[src/hdl/tsst_pkg.sv]
// ----------------------------------------------------------------------------
// tsst_pkg
// Shared types and constants for the per-symbol trade statistics table.
// ----------------------------------------------------------------------------
`default_nettype none

package tsst_pkg;

    localparam int NUM_SYMBOLS_DEF = 64;
    localparam int TICKER_W = 24;
    localparam int TIME_W   = 64;
    localparam int SUM_W    = 64;
    localparam int WORD_W   = 32;

    typedef enum logic [3:0] {
        S_IDLE,
        S_SCAN,
        S_RD,
        S_WAIT,
        S_MUL,
        S_ACC,
        S_DIVGO,
        S_DIV,
        S_WR,
        S_DONE
    } t_state;

    // controller to datapath
    typedef struct packed {
        logic load;      // capture input item, clear scan
        logic scan;      // step key search by one entry
        logic rd;        // issue stats read
        logic mul;       // register product and gap
        logic acc;       // register updated stats
        logic div_start; // start average divider
        logic wr;        // write back entry
        logic done;      // present result
    } t_cmd;

    // datapath to controller
    typedef struct packed {
        logic scan_last; // scan finished this cycle
        logic div_done;
    } t_stat;

endpackage

`default_nettype wire

[src/hdl/tsst_ctrl.sv]
// ----------------------------------------------------------------------------
// tsst_ctrl
// Sequencer for one trade: key scan, read, update, divide, write back.
// ----------------------------------------------------------------------------
`default_nettype none

module tsst_ctrl
    import tsst_pkg::*;
(
    input  wire logic  i_clk,
    input  wire logic  i_rst_n,
    input  wire logic  start,
    output      logic  busy,
    input  wire t_stat i_stat,
    output      t_cmd  o_cmd
);

    t_state r_state, n_state;

    // state register
    always_ff @(posedge i_clk) begin
        if (!i_rst_n) begin
            r_state <= S_IDLE;
        end else begin
            r_state <= n_state;
        end
    end

    // next state
    always_comb begin
        n_state = r_state;
        unique case (r_state)
            S_IDLE:  if (start) n_state = S_SCAN;
            S_SCAN:  if (i_stat.scan_last) n_state = S_RD;
            S_RD:    n_state = S_WAIT;
            S_WAIT:  n_state = S_MUL;
            S_MUL:   n_state = S_ACC;
            S_ACC:   n_state = S_DIVGO;
            S_DIVGO: n_state = S_DIV;
            S_DIV:   if (i_stat.div_done) n_state = S_WR;
            S_WR:    n_state = S_DONE;
            S_DONE:  n_state = S_IDLE;
            default: n_state = S_IDLE;
        endcase
    end

    // outputs
    always_comb begin
        o_cmd = '0;
        busy  = (r_state != S_IDLE);
        unique case (r_state)
            S_IDLE:  o_cmd.load = start;
            S_SCAN:  o_cmd.scan = 1'b1;
            S_RD:    o_cmd.rd   = 1'b1;
            S_WAIT:  ;
            S_MUL:   o_cmd.mul  = 1'b1;
            S_ACC:   o_cmd.acc  = 1'b1;
            S_DIVGO: o_cmd.div_start = 1'b1;
            S_DIV:   ;
            S_WR:    o_cmd.wr   = 1'b1;
            S_DONE:  o_cmd.done = 1'b1;
            default: ;
        endcase
    end

    // sequencing checks
    property p_scan_then_rd;
        @(posedge i_clk) disable iff (!i_rst_n)
            (r_state == S_SCAN && i_stat.scan_last) |=> (r_state == S_RD);
    endproperty
    a_scan_then_rd: assert property (p_scan_then_rd) else $error("scan exit");

    property p_div_exit;
        @(posedge i_clk) disable iff (!i_rst_n)
            (r_state == S_DIV && i_stat.div_done) |=> (r_state == S_WR);
    endproperty
    a_div_exit: assert property (p_div_exit) else $error("divider exit");

    property p_done_idle;
        @(posedge i_clk) disable iff (!i_rst_n)
            (r_state == S_DONE) |=> !busy;
    endproperty
    a_done_idle: assert property (p_done_idle) else $error("done not idle");

endmodule

`default_nettype wire

[config.mk]
export PLATFORM = sky130hd
export DESIGN_NAME = tsst_ctrl
export DESIGN_NICKNAME = d
export VERILOG_FILES = /design/src/hdl/tsst_pkg.sv /design/src/hdl/tsst_ctrl.sv
export SDC_FILE = /design/constraint.sdc
export NUM_CORES = 1
export LEC_CHECK = 0
export ABC_AREA = 1
export BUFFER_PORTS_ARGS = -buffer_cell sky130_fd_sc_hd__buf_2
export CORE_AREA = 2 2 39 41
export CTS_CLUSTER_DIAMETER = 60
export CTS_CLUSTER_SIZE = 16
export DETAILED_ROUTE_END_ITERATION = 7
export DIE_AREA = 0 0 41 43
export PLACE_DENSITY = 0.57
export SYNTH_ARGS = -nofsm -noshare
export SYNTH_HDL_FRONTEND = slang
export SYNTH_SLANG_ARGS = --single-unit
[constraint.sdc]
create_clock -name i_clk -period 2.8 [get_ports i_clk]
set_input_delay 0 -clock i_clk [delete_from_list [all_inputs] [get_ports i_clk]]
set_output_delay 0 -clock i_clk [all_outputs]
set_load 0.02 [all_outputs]
==> impl_metrics.ini, run 1 <==
[logic_synthesis]
ys.flop_type = dfxtp_1
synth_top_family_by_area = simple AND/OR/NAND/NOR gates
synth_async_sr_flop_share_pct = 0
yosysSeqAreaShare_pct = 24.7
syn_area_um2 = 324
synthTopCellsByArea = dfxtp_1, nand3_2, inv_1
synth_top_cell_by_area = dfxtp_1
synth-seq-cells = 4
synth_xor_area_share_pct = 0
synth_top_area_share_pct = 24.7
yosysWarnings = 0
syn_nets = 56
syn-mean-instance-area_um2 = 6.35
synth.most_common_cell = inv_1
ys_types = 15
synth.area.mux_share_pct = 0
synthAdderAreaFrac_pct = 0
synth-edff-count = 0
synthTopCellsByCount = inv_1, nand2_1, nor2_1
synth-compound-area-share_pct = 3.09
synthSimpleGateAreaFrac_pct = 58.3
syn_inst = 51

[sta]
finalHoldViolCount = 0
worst_pin_slew_ns = 0.277
slew_viol_final = 0
setup_viol = 0
holdWs_ns = 0.0164
rsz0062_at_grt = no
post-route-period-util_pct = 46.4
clock_skew_ns = 0.00227
fmax_mhz = 770
finalCriticalPeriod_ns = 1.30
fin_setup_tns_ns = 0
slew_headroom_pct = 81.5

[routing]
dr_wl_met3_um = 44
avgViaCountPerCell = 4.25
wl_met1_um = 315
drt-wirelength-per-cell_um = 8.94
drtIter0Drc = 5
ant_nets = 0
wl_met2_um = 381
wirelength_um = 742
maxUsedRoutingLayer = met3
num_vias = 353
drc_errors = 0
dr.pass1.iters = 4

[cts]
clk_pin_slew_ns = 0.04
clk_path_buf_depth = 2
cts_tree = done
htreeDepth = 1
cts_resized = 0
cts_hold_buffers = 0
post_cts_buffers = 0
cts_root_buffer = clkbuf_4
numClockSinks = 4
cts_made_buffers = 3
insertion_delay_ns = 0.23

[layout]
largest_reg_flops = 4
drive_above_1_share_pct = 47.8
fillCellCount = 163
synthToLayoutAreaGrowth_pct = 33.2
reg_top3 = r_state: 4 flops
antenna_cells = 0
final_nets = 74
regMostFlops = r_state

[placement]
io_buffers = 13
routabilityCongestion = 0.711
hpwl_um = 632

[critical_path]
worstSetupPathType = reg2out
reg2reg_depth = 7
r2r-start = r_state[0]
reg2reg_setup_slack_ns = 1.67
reg2reg_to = r_state[1]
cp.required_ns = 2.80
cp_data_arrival_time_ns = 1.30
cp-end-kind = primary output
worstPathMaxFanout = 5
critPathLaunchType = register

[min_path]
hold_class = in2reg
whs_endpoint = r_state[0]
min_from = i_rst_n
hold_depth = 3

[grt]
grt_usage_pct = 10.0
grt_pass1_vias = 294
grt_overflow = 0
grt_pass1_wl_um = 1140
antenna_found_initial = 0
grt_max_degree = 8

[run_status]
status = complete, no violations

[die]
core_area_mm2 = 0.00138
die_area_mm2 = 0.00176
pin_count = 14
die_h_um = 43
initial_core_util_pct = 23.4
num_rows = 14
die_w_um = 41

[power]
pwr_density_cell_mw_per_mm2 = 721
leakage_uw = 0.000231
ir_drop_uv = 148

[flow_run]
drv_cap = 0
## per-layer routing
metal / vias to the layer above / global-route usage (%)
met5: - / 0
met4: 0 / 8.00
met3: 0 / 3.14
met2: 15 / 15.9
met1: 148 / 9.94
li1: 190 / -
## per-stage QoR
step	util [%]	setup slack, ns	power (uW)	instances	instance area (um2)
3_3_place_gp	29.6	1.69	240	80	409
4_1_cts	31.2	1.48	319	83	432
6_report	31.2	1.50	311	83	432
5_1_grt	31.2	1.38	344	83	432
2_1_floorplan	-	1.64	202	51	324
3_5_place_dp	29.6	1.67	242	80	409
## report_power, final
| group | leakage (uW) | internal [uW] | total, uW | switching (uW) |
|---|---|---|---|---|
| combinational | 0.000185 | 50.9 | 151 | 101 |
| sequential | 0.0000329 | 67.7 | 88.0 | 20.3 |
| clock | 0.0000138 | 48.0 | 71.8 | 23.9 |
| total | 0.000231 | 167 | 311 | 145 |
## how the worst max path moves through the flow
stage / from / endpoint / slack, ns / cells after the start
after floorplan: r_state[1] / o_cmd[5] / 1.64 / 2
after global placement: r_state[0] / r_state[1] / 1.69 / 7
after detailed placement: r_state[0] / r_state[1] / 1.67 / 7
after CTS: r_state[0] / o_cmd[0] / 1.48 / 5
after global routing: r_state[0] / o_cmd[0] / 1.38 / 5
final: r_state[2] / o_cmd[4] / 1.50 / 5
## cells by family (layout without fill, tap and decap cells)
kind of cell / after synthesis / after routing
buffers and inverters: 12 / 28
AOI/OAI and AO/OA: 2 / 2
and+or+nand+nor: 33 / 33
DFF: 4 / 4
## cell type report
type                       instances  area [um2]  area share [%]
multi-input combinational         35         199            46.1
sequential                         4        80.1            18.6
timing repair buffer              13        65.1            15.1
inverter                          12        45.0            10.4
clock buffer                       3        22.5            5.22
tap                               16        20.0            4.64
## cells in the final DEF (no fill, tap or decap), drive strengths merged
master	n
nand3	5
nor3	5
nor4	1
inv	12
dfxtp	4
nor2	13
clkbuf	3
nand2	9
buf	13
o21ai	1
a21oi	1
## critical path: stages (launching register included)
cell	delay, ns
dfxtp_1	0.44
inv_2	0.09
nor2_2	0.12
inv_1	0.09
nor3_1	0.13
buf_2	0.19
No activity file was read; power rests on OpenSTA's default activity.
==> run 2: changes to the inputs <==
--- a/config.mk
+++ b/config.mk
@@ -5,14 +5,14 @@
 export SDC_FILE = /design/constraint.sdc
 export NUM_CORES = 1
 export LEC_CHECK = 0
-export ABC_AREA = 1
+export ABC_AREA = 0
 export BUFFER_PORTS_ARGS = -buffer_cell sky130_fd_sc_hd__buf_2
 export CORE_AREA = 2 2 39 41
 export CTS_CLUSTER_DIAMETER = 60
 export CTS_CLUSTER_SIZE = 16
 export DETAILED_ROUTE_END_ITERATION = 7
 export DIE_AREA = 0 0 41 43
-export PLACE_DENSITY = 0.57
+export PLACE_DENSITY = 0.56
 export SYNTH_ARGS = -nofsm -noshare
 export SYNTH_HDL_FRONTEND = slang
 export SYNTH_SLANG_ARGS = --single-unit
==> constraint.sdc (replaced) <==
create_clock -name i_clk -period 1.15 [get_ports i_clk]
set_input_delay 0 -clock i_clk [delete_from_list [all_inputs] [get_ports i_clk]]
set_output_delay 0 -clock i_clk [all_outputs]
set_load 0.02 [all_outputs]
==> impl_metrics.ini, run 2 <==
[cts]
cts_made_buffers = 3
post_cts_buffers = 0
numClockSinks = 4
htreeDepth = 1
clk_pin_slew_ns = 0.04
cts_root_buffer = clkbuf_4
clk_path_buf_depth = 2
cts_tree = done
insertion_delay_ns = 0.24

[sta]
post-route-period-util_pct = 109
slew_headroom_pct = 83.3
setup_viol = 6
setup_ws_ns = -0.0994
rsz0062_at_grt = yes
clock_skew_ns = 0.00318
fmax_mhz = 800
finalCriticalPeriod_ns = 1.25
worst_pin_slew_ns = 0.247
slew_viol_final = 0
finalHoldViolCount = 0

[critical_path]
critPathLaunchType = register
cp.required_ns = 1.15
worstPathMaxFanout = 2
cp-end-kind = primary output
cp_data_arrival_time_ns = 1.25
worstSetupPathType = reg2out

[placement]
hpwl_um = 578
io_buffers = 13
routabilityCongestion = 0.770
preCtsSetupSlack_ns = -0.0369

[layout]
largest_reg_flops = 4
fillCellCount = 147
drive_above_1_share_pct = 66.1
synthToLayoutAreaGrowth_pct = 81.8
antenna_cells = 0
final_nets = 66
reg_top3 = r_state: 4 flops
multi_input_area_um2 = 248
regMostFlops = r_state
final_cell_mix = buf_2, buf_4, buf_6
seqCellArea_um2 = 86.3

[logic_synthesis]
synth_top_cell_by_area = dfxtp_1
syn_area_um2 = 295
synthTopCellsByArea = dfxtp_1, buf_2, nor3_1
synth_async_sr_flop_share_pct = 0
syn_nets = 44
ys_types = 22
synth-edff-count = 0
ys.flop_type = dfxtp_1
syn-mean-instance-area_um2 = 7.57
synth_top_area_share_pct = 27.1
yosysSeqAreaShare_pct = 27.1
synthTopCellsByCount = buf_2, dfxtp_1, nor3_1
yosysWarnings = 0
syn_inst = 39
synth-seq-cells = 4

[grt]
antenna_found_initial = 0
grt_pass1_wl_um = 1350
grt_pass1_vias = 333
grt_max_degree = 11
grt_usage_pct = 11.4
grt_overflow = 0

[die]
pin_count = 14
initial_core_util_pct = 21.3
num_rows = 14
die_w_um = 41
core_area_mm2 = 0.00138
die_area_mm2 = 0.00176
die_h_um = 43

[routing]
drt-wirelength-per-cell_um = 10.9
avgViaCountPerCell = 4.71
ant_nets = 0
drc_errors = 0
num_vias = 353
drtIter0Drc = 4
wirelength_um = 821
dr.pass1.iters = 2

[power]
leakage_uw = 0.000247
ir_drop_uv = 673
pwr_density_cell_mw_per_mm2 = 1190
p_total_uw = 639

[min_path]
hold_class = in2reg

[run_status]
status = finished with violations
violations = negative setup slack

[flow_run]
drv_cap = 0
run 2: cell types whose count changed in the layout (fill, tap and decap cells not counted), moves of 3 or more:
cell / before / now
nor2_2: 5 / 1
buf_6: 0 / 5
nand3_2: 4 / 0
dfxtp_1: 4 / 1
buf_2: 13 / 8
nand2_1: 7 / 3
inv_1: 9 / 0
nor2_1: 7 / 1
buf_4: 0 / 8
run 2: worst max-delay path, cell delays in order, from the launching register on:
cell     delay (ns)
dfxtp_1        0.30
or4b_4         0.54
inv_2          0.07
buf_6          0.10
run 2: final timing paths:
check	from	to	slack, ns	cells past startpoint
max	r_state[0]	o_cmd[1]	-0.1	3
max reg2reg	r_state[2]	r_state[3]	-0.04	3
min reg2reg	r_state[3]	r_state[2]	0.59	2
min	i_rst_n	r_state[0]	0.03	2
run 2: cell type report:
cell class | count | area share (%)
multi-input cells | 30 | 46.2
inverters | 1 | 0.699
repair buffers | 21 | 29.1
well taps | 16 | 3.73
flip-flops and latches | 4 | 16.1
clock buffers | 3 | 4.20
run 2: report_power, final:
group / internal, uW / leakage, uW / total, uW / switching [uW]
clock: 117 / 0.0000138 / 176 / 59.2
sequential: 155 / 0.0000344 / 168 / 12.6
combinational: 143 / 0.000199 / 295 / 152
run 2: what timing repair did:
item,CTS,global route
hold buffers,0,0
pin swaps,5,1
endpoints found under the setup margin,8,11
resized for setup,18,7
run 2: routing by layer:
metal / global-route usage [%] / part of all wire [%] / vias to the layer above / wire (um)
met5: 0 / 0 / - / 0
met2: 16.3 / 55 / 6 / 450
li1: - / - / 180 / -
met3: 6.28 / 4.1 / 0 / 34
met4: 4.00 / 0 / 0 / 0
met1: 13.9 / 41 / 167 / 335
run 2: per-stage QoR:
step	util (%)	instances	hold WS [ns]	setup TNS (ns)	instance area, um2
2_1_floorplan	-	39	0.118	0	302
3_3_place_gp	31.4	73	0.277	-0.00712	434
4_1_cts	36.5	75	0.0308	-0.279	505
3_5_place_dp	31.4	73	0.276	-0.0369	434
5_1_grt	38.8	75	0.0384	-0.749	537
6_report	38.8	75	0.0322	-0.252	537
run 2: logic make-up (layout without fill, tap and decap cells):
logic type             Yosys count  in the layout  synth area share (%)
AO/OA/AOI/OAI                    5              5                  11.4
multiplexers                     1              1                  3.39
XOR/XNOR                         1              1                  2.97
AND/OR/NAND/NOR                 23             23                  47.0
buffers and inverters            5             25                  8.05
flip-flops                       4              4                  27.1
